--- config.mk ---
export PLATFORM = sky130hd
export DESIGN_NAME = stbs_ctrl
export DESIGN_NICKNAME = d
export VERILOG_FILES = /design/src/sv/stbs_pkg.sv /design/src/sv/stbs_ctrl.sv
export SDC_FILE = /design/constraint.sdc
export NUM_CORES = 1
export LEC_CHECK = 0
export ABC_CLOCK_PERIOD_IN_PS = 960
export BUFFER_PORTS_ARGS = -buffer_cell sky130_fd_sc_hd__clkbuf_2
export CAP_MARGIN = 20
export CORE_AREA = 10 10 47 49
export DETAILED_ROUTE_END_ITERATION = 10
export DIE_AREA = 0 0 57 59
export HOLD_SLACK_MARGIN = 0.03
export PLACE_DENSITY = 0.41
export SYNTH_ARGS = -nofsm -noshare
export SYNTH_HDL_FRONTEND = slang
export SYNTH_SLANG_ARGS = --single-unit
export TNS_END_PERCENT = 100
--- constraint.sdc ---
create_clock -name clk -period 0.96 [get_ports clk]
set_clock_uncertainty 0.05 [all_clocks]
set_input_delay 0.144 -clock clk [delete_from_list [all_inputs] [get_ports clk]]
set_output_delay 0.144 -clock clk [all_outputs]
set_load 0.05 [all_outputs]
--- src/sv/stbs_pkg.sv ---
`timescale 1ns / 1ps
`default_nettype none

package stbs_pkg;

	// Item kinds
	localparam logic MODE_LOAD   = 1'b0;
	localparam logic MODE_SEARCH = 1'b1;

	// One input word
	typedef struct packed {
		logic               mode;
		logic [9:0]         entry_index;
		logic signed [31:0] entry_value;
		logic signed [31:0] search_key;
		logic [10:0]        range_start;
		logic [10:0]        range_end;
	} stbs_item_t;

	// One result word
	typedef struct packed {
		logic       found;
		logic [9:0] match_index;
	} stbs_result_t;

	// Controller to datapath
	typedef struct packed {
		logic load;       // write one table entry
		logic init;       // take key and bounds from the item
		logic probe;      // narrow the bounds from the current compare
		logic rd;         // issue a table read at the new midpoint
		logic res_set;    // capture the result word
		logic res_found;  // captured result is a match
	} stbs_cmd_t;

	// Datapath to controller
	typedef struct packed {
		logic hit;    // key equals the probed entry
		logic empty;  // bounds after this cycle leave no entry
	} stbs_sts_t;

endpackage

`default_nettype wire

--- src/sv/stbs_ctrl.sv ---
`timescale 1ns / 1ps
`default_nettype none

module stbs_ctrl (
	input  wire logic                clk,
	input  wire logic                arst_n,
	input  wire logic                start,
	input  wire logic                mode,
	input  wire stbs_pkg::stbs_sts_t sts,
	output stbs_pkg::stbs_cmd_t      cmd,
	output logic                     busy,
	output logic                     done
);
	import stbs_pkg::*;

	typedef enum logic {
		ST_IDLE,
		ST_PROBE
	} state_t;

	state_t state_q;
	state_t state_d;
	logic   done_q;
	logic   accept;

	assign accept = start && (state_q == ST_IDLE);
	assign busy   = (state_q != ST_IDLE);
	assign done   = done_q;

	// Decode commands for this cycle
	always_comb begin
		cmd     = '0;
		state_d = state_q;
		case (state_q)
			ST_IDLE: begin
				if (accept && mode == MODE_LOAD) begin
					cmd.load = 1'b1;
				end else if (accept && mode == MODE_SEARCH) begin
					cmd.init = 1'b1;
					cmd.rd   = 1'b1;
					if (sts.empty) begin
						cmd.res_set = 1'b1;
					end else begin
						state_d = ST_PROBE;
					end
				end
			end
			ST_PROBE: begin
				cmd.probe = 1'b1;
				if (sts.hit) begin
					cmd.res_set   = 1'b1;
					cmd.res_found = 1'b1;
					state_d       = ST_IDLE;
				end else if (sts.empty) begin
					cmd.res_set = 1'b1;
					state_d     = ST_IDLE;
				end else begin
					cmd.rd = 1'b1;
				end
			end
			default: begin
				state_d = ST_IDLE;
			end
		endcase
	end

	// Hold state and the result strobe
	always_ff @(posedge clk or negedge arst_n) begin
		if (!arst_n) begin
			state_q <= ST_IDLE;
			done_q  <= 1'b0;
		end else begin
			state_q <= state_d;
			done_q  <= cmd.res_set;
		end
	end

	a_done_idle: assert property (@(posedge clk) disable iff (!arst_n)
		done_q |-> state_q == ST_IDLE)
		else $error("result strobe while a search is still running");

	a_probe_continues: assert property (@(posedge clk) disable iff (!arst_n)
		(state_q == ST_PROBE && !sts.hit && !sts.empty) |=> state_q == ST_PROBE)
		else $error("search left before the range was exhausted");

	a_result_strobe: assert property (@(posedge clk) disable iff (!arst_n)
		cmd.res_set |=> done_q)
		else $error("finished search gave no result strobe");

	a_init_idle: assert property (@(posedge clk) disable iff (!arst_n)
		(cmd.init || cmd.load) |-> state_q == ST_IDLE)
		else $error("new word taken while busy");

endmodule

`default_nettype wire

Word level (Yosys, flattened, before mapping) --
Cells that the tools add are included.
Storage, ports and cells: bits in registers 2, input bits 6, output and inout bits 8, word-level logic and storage cells 24
Cells by class: muxes and demuxes 17, bitwise operators 2, reduce and logical (&&, ||, !) cells 3
Operators with widths (count):
- $mux 1 | 12
- $mux 2 | 3
- $pmux 2 s2 | 1
- $logic_and 1x1->1 | 3
- $not 1->1 | 2
- $pmux 1 s2 | 1

Depth between registers and ports, before layout --
Gate-level depths: netlist of run 1.
depth after elaboration 6, mapped depth 2

Worst setup path before layout of run 1 --
No wires, ideal clock.
kind flip-flop to output port, from register state_q, in the netlist busy, to output cmd[5] (netlist bit), arrival time 1.838 ns, setup slack -1.072 ns, stages on the path, launching flop included 2, buffers on the path 0, path through dfrtp_1 > nor3b_1
RTL lines:
- from (decl) | line stbs_ctrl.sv:21 | state_t state_q;
- from (signal assigned) | line stbs_ctrl.sv:73 | state_q <= state_d;
- to (decl) | line stbs_ctrl.sv:10 | output stbs_pkg::stbs_cmd_t cmd,

==> metrics, run 1 <==
syn_nets=19; gpl congestion=0.641; DIE AREA=3360 sq um; Final Non-Filler Cells=56; Worst setup SP type=flop; Detail Route Antenna Nets=0; GRT Util Overall=0.0471; CTS tree=done; first-pass GRT wire length=1.12 mm; Net Sw Frac=0.345; routed vias=203; CP peak stage delay=440 ps; Cell variety after synth=11; Crit path buffers/inverters=2; Max Fclk=727 MHz; fin. max-slew vios=0; core area=1400 sq um; clk_lat worst skew=230 ps; antenna violations before repair=0; Hold/Removal Path Class=in -> reg; Die W=57 um; post-detail-place hpwl=581 um; WP data arrival=1180 ps; leakage=0.000228 uW; fin crit share=1.43; DR iter-0 viols=1; Root Driver=clkbuf_4; largest area contributor in the netlist=dfrtp_1; Mapped Cells=13; mux cell area share after synthesis=0; most frequent cells in the layout=buf_4, clkbuf_2, buf_12, clkbuf_4, buf_6; CTS buffer count=3; crit-path leading delay family=flip-flops; time the worst path needs with I/O delays and setup=1370 ps; Routed WL=682 um; final hold violation count=0; largest net degree at the start of global routing=7; largest family of logic cells by synthesized area=simple AND/OR/NAND/NOR gates; via/cell ratio=3.63; Mapped Area=129 sq um; VDD IR-drop max=0.000538 V; RSZ-0062 raised after global routing=true; Synth Area in XOR/XNOR=0; P_sw=198 uW; clk buf depth=2; vias in the first global route=241; drt drc=0; area grow syn2layout=283%; Crit path required time=770 ps; top-area cell type share of the netlist area=0.388; Power per Cell Area=1160 nW/um^2; final setup violation count=8; Worst-path clk slew=30 ps; Post-Synth Adder-Cell Area=0; Internal=375 uW; R2R Path End=busy; syn_area_per_cell=9.91 sq um; DRT Pass-1 Iters=2; sequential power share=0.169; Simple-Gate Fraction of Synth Area=0.340; row count=14; final worst slack=-415 ps; total of max-cap violations=0; CP Depth=3; fin area=493 sq um; register area share after synthesis=0.388; crit end category=output port; register bit total from synthesis=2; Compound-Gate Fraction of Synth Area=0.184; CP endpoint=cmd[5]; failing checks=negative setup slack; port buffer count=13; worst slew pin tran=187 ps; commonest non-fill, non-tap cell in the layout=buf_4; slowest cell on the critical path=dfrtp_2; Yosys warnings=0; start point of the critical path=busy; status=finished, violations left; cell count of the worst reg-to-reg path=4; drt wl/cell=12.2 um; Worst slew margin=0.875; worst path cell trace=buf_6 -> nor3b_4 -> buf_12; combinational fraction of design power=0.454; Placed Cells=48; clock group share of total power=0.377; Reg2Reg Setup Slack=-160 ps; total gr overflow=0; Placed Area=378 sq um; # nets final=47; I/O pins=14; DIE HEIGHT=59 um; H-tree depth=1; critical path type=reg -> out; CP Max Fanout=6; Starting Density=0.0920; layout cells sized above 1=0.925; leading post-synthesis cells by cell area=dfrtp_1, nand3b_4, a21oi_1, a21oi_2, buf_4; CTS sink count=2; # diodes=0; Reg2Reg Launch Point=busy
worst register-to-register path: stages, from the launching register on:
cell and delay, ps:
dfrtp_2 440, nand3b_4 210, buf_6 140, buf_6 100, a21oi_2 100
worst min path at each step:
stage	start	endpoint	slack [ps]	cells after the start
after floorplan	arst_n	busy	-200	0
after global placement	arst_n	done	-110	1
after detailed placement	arst_n	done	-120	1
after CTS	sts[0]	busy	150	3
after global routing	sts[0]	busy	160	3
final	sts[0]	busy	150	3
layer usage:
metal  part of all wire  GRT usage
met3               0.16     0.0408
met2               0.36     0.0558
met5                  0          0
met1               0.43     0.0427
met4              0.050     0.0604
cell usage after synthesis (all sizes together):
cell type,count
a21oi,3
and2,1
buf,1
dfrtp,2
inv,1
nand2b,1
nand3b,1
nor2,1
nor3b,1
o21ai,1
cell type report:
cell class	count	area (sq um)
Fill cell	149	908
Timing Repair Buffer	24	273
Tap cell	16	20.0
Sequential cell	2	51.3
Inverter	1	7.51
Multi-Input combinational cell	9	115
Clock buffer	4	26.3
cells by family after synthesis:
group	after synthesis
flip-flops	2
buffers and inverters	2
AO/OA/AOI/OAI	4
AND/OR/NAND/NOR	5
power groups by stage:
stage	Sequential, uW	Clock [uW]	Combinational [uW]
finish	97.0	216	260
global placement	95.6	0	222
global route	98.2	230	272
detailed placement	96.2	0	226
floorplan	116	0	93.5
CTS	96.3	222	256
what timing repair did:
item / CTS / global route
setup endpoints to repair: 10 / 9
buffers inserted: 2 / 2
pin swaps: 1 / 2
hold endpoints to repair: 2 / 0
hold buffers: 1 / 0
resized for setup: 11 / 4
cloned: 0 / 0
through the flow:
stage	setup TNS (ps)	hold slack (ps)	utilization	worst slack [ps]	power, uW
final	-2720	152	0.352	-415	573
after global routing	-3090	157	0.352	-458	600
after detailed placement	-897	-116	0.270	-275	322
after floorplan	-1880	-202	-	-314	210
after CTS	-2760	151	0.340	-444	574
after global placement	-696	-114	0.270	-185	318
sequential cells by signal, summed over array words and instances, names as in the netlist:
register,cells
busy,1
done,1
No activity file was read; power rests on OpenSTA's default activity.
==> run 2: changes to the inputs <==
Settings changed: SETUP_SLACK_MARGIN set to 0.3.
==> run 2 against run 1 <==
Compared with the run above:
- the run still ends with negative setup slack left
- non-clock buffer count down 4
- sequential power shrank 0.7%
- setup slack better by 20 ps
- power is 9.3% lower
- die area unchanged
- final cell count decreased by 8.9%
- largest cell class unchanged
- highest routed layer is now met3
==> metrics, run 2 (synthesized netlist as in run 1, its figures left out) <==
final hold violation count=0; antenna violations before repair=0; vias in the first global route=222; DRT Pass-1 Iters=1; CTS sink count=2; area grow syn2layout=234%; Root Driver=clkbuf_4; Max Fclk=738 MHz; Placed Area=364 sq um; # diodes=0; VDD IR-drop max=0.000712 V; RSZ-0062 raised after global routing=true; fin crit share=1.41; DIE AREA=3360 sq um; CTS tree=done; Worst slew margin=0.839; Worst setup SP type=flop; row count=14; routed vias=180; Starting Density=0.0920; via/cell ratio=3.53; pre-CTS WS=-197 ps; gpl congestion=0.634; port buffer count=13; I/O pins=14; Routed WL=585 um; WP data arrival=1160 ps; final worst slack=-394 ps; Detail Route Antenna Nets=0; Die W=57 um; fin area=430 sq um; DIE HEIGHT=59 um; time the worst path needs with I/O delays and setup=1350 ps; Power per Cell Area=1210 nW/um^2; layout cells sized above 1=0.914; final setup violation count=9; GRT Util Overall=0.0419; Worst-path clk slew=30 ps; clk buf depth=2; worst slew pin tran=242 ps; Crit path required time=770 ps; H-tree depth=1; leakage=0.000198 uW; CTS buffer count=3; status=finished, violations left; clk_lat worst skew=220 ps; Hold/Removal Path Class=in -> reg; crit end category=output port; most frequent cells in the layout=clkbuf_2, buf_12, buf_4, clkbuf_4; total gr overflow=0; critical path type=reg -> out; Hold WS=93.3 ps; core area=1400 sq um; DR iter-0 viols=0; drt drc=0; drt wl/cell=11.5 um; failing checks=negative setup slack; total of max-cap violations=0; first-pass GRT wire length=1.05 mm; # nets final=43; Fillers=158; fin. max-slew vios=0; CP Max Fanout=6; largest net degree at the start of global routing=7
-- run 2: changes by cell type in the layout (fill, tap and decap cells not counted), sizes merged --
cell	delta
buf	-3
clkbuf	-2
-- run 2: worst max-delay path, cell delays in order, from the launching register on --
cell     delay [ps]
dfrtp_2         420
buf_4           150
nor3b_4         200
buf_12          160
-- run 2: final timing paths --
path	start	endpoint	slack (ps)	depth (start not counted)
min in group asynchronous	arst_n	done	190	2
max in group asynchronous	arst_n	busy	550	2
worst min-delay path	sts[0]	busy	90	2
worst max-delay path	busy	cmd[5]	-390	3
worst max register to register	busy	busy	-40	3
worst min register to register	busy	done	530	2
-- run 2: repair_timing --
item	CTS	global route
endpoints found under the setup margin	10	10
hold buffers	1	0
gates cloned	0	0
setup buffers	0	1
pin swaps	1	0
gates resized for setup	5	3
endpoints found under the hold margin	2	0
-- run 2: cell type report --
cell class	count	area (sq um)	area share
timing repair buffer	20	221	0.515
multi-input combinational	9	106	0.247
sequential	2	52.6	0.122
clock buffer	3	22.5	0.0523
tap	16	20.0	0.0465
inverter	1	7.51	0.0174
-- run 2: stage by stage --
step                      cells  TNS [ps]  power [uW]   util
after detailed placement     46      -789         315  0.260
after global placement       46      -681         312  0.260
after CTS                    50     -2380         526  0.297
after global routing         51     -2660         554  0.307
final                        51     -2270         520  0.307
after floorplan              13     -1880         210      -
-- run 2: report_power, final --
group | leakage, uW | internal, uW | switching, uW
clock network | 0.0000138 | 138 | 50.7
logic | 0.000161 | 111 | 124
registers | 0.0000237 | 91.0 | 5.31
-- run 2: metal layers --
layer / routed length, um / GRT usage / part of all wire / vias up
met2: 182 / 0.0450 / 0.31 / 16
met3: 133 / 0.0536 / 0.23 / 0
met1: 269 / 0.0440 / 0.46 / 74
met5: 0 / 0 / 0 / -
met4: 0 / 0.0201 / 0 / 0
li1: - / - / - / 90
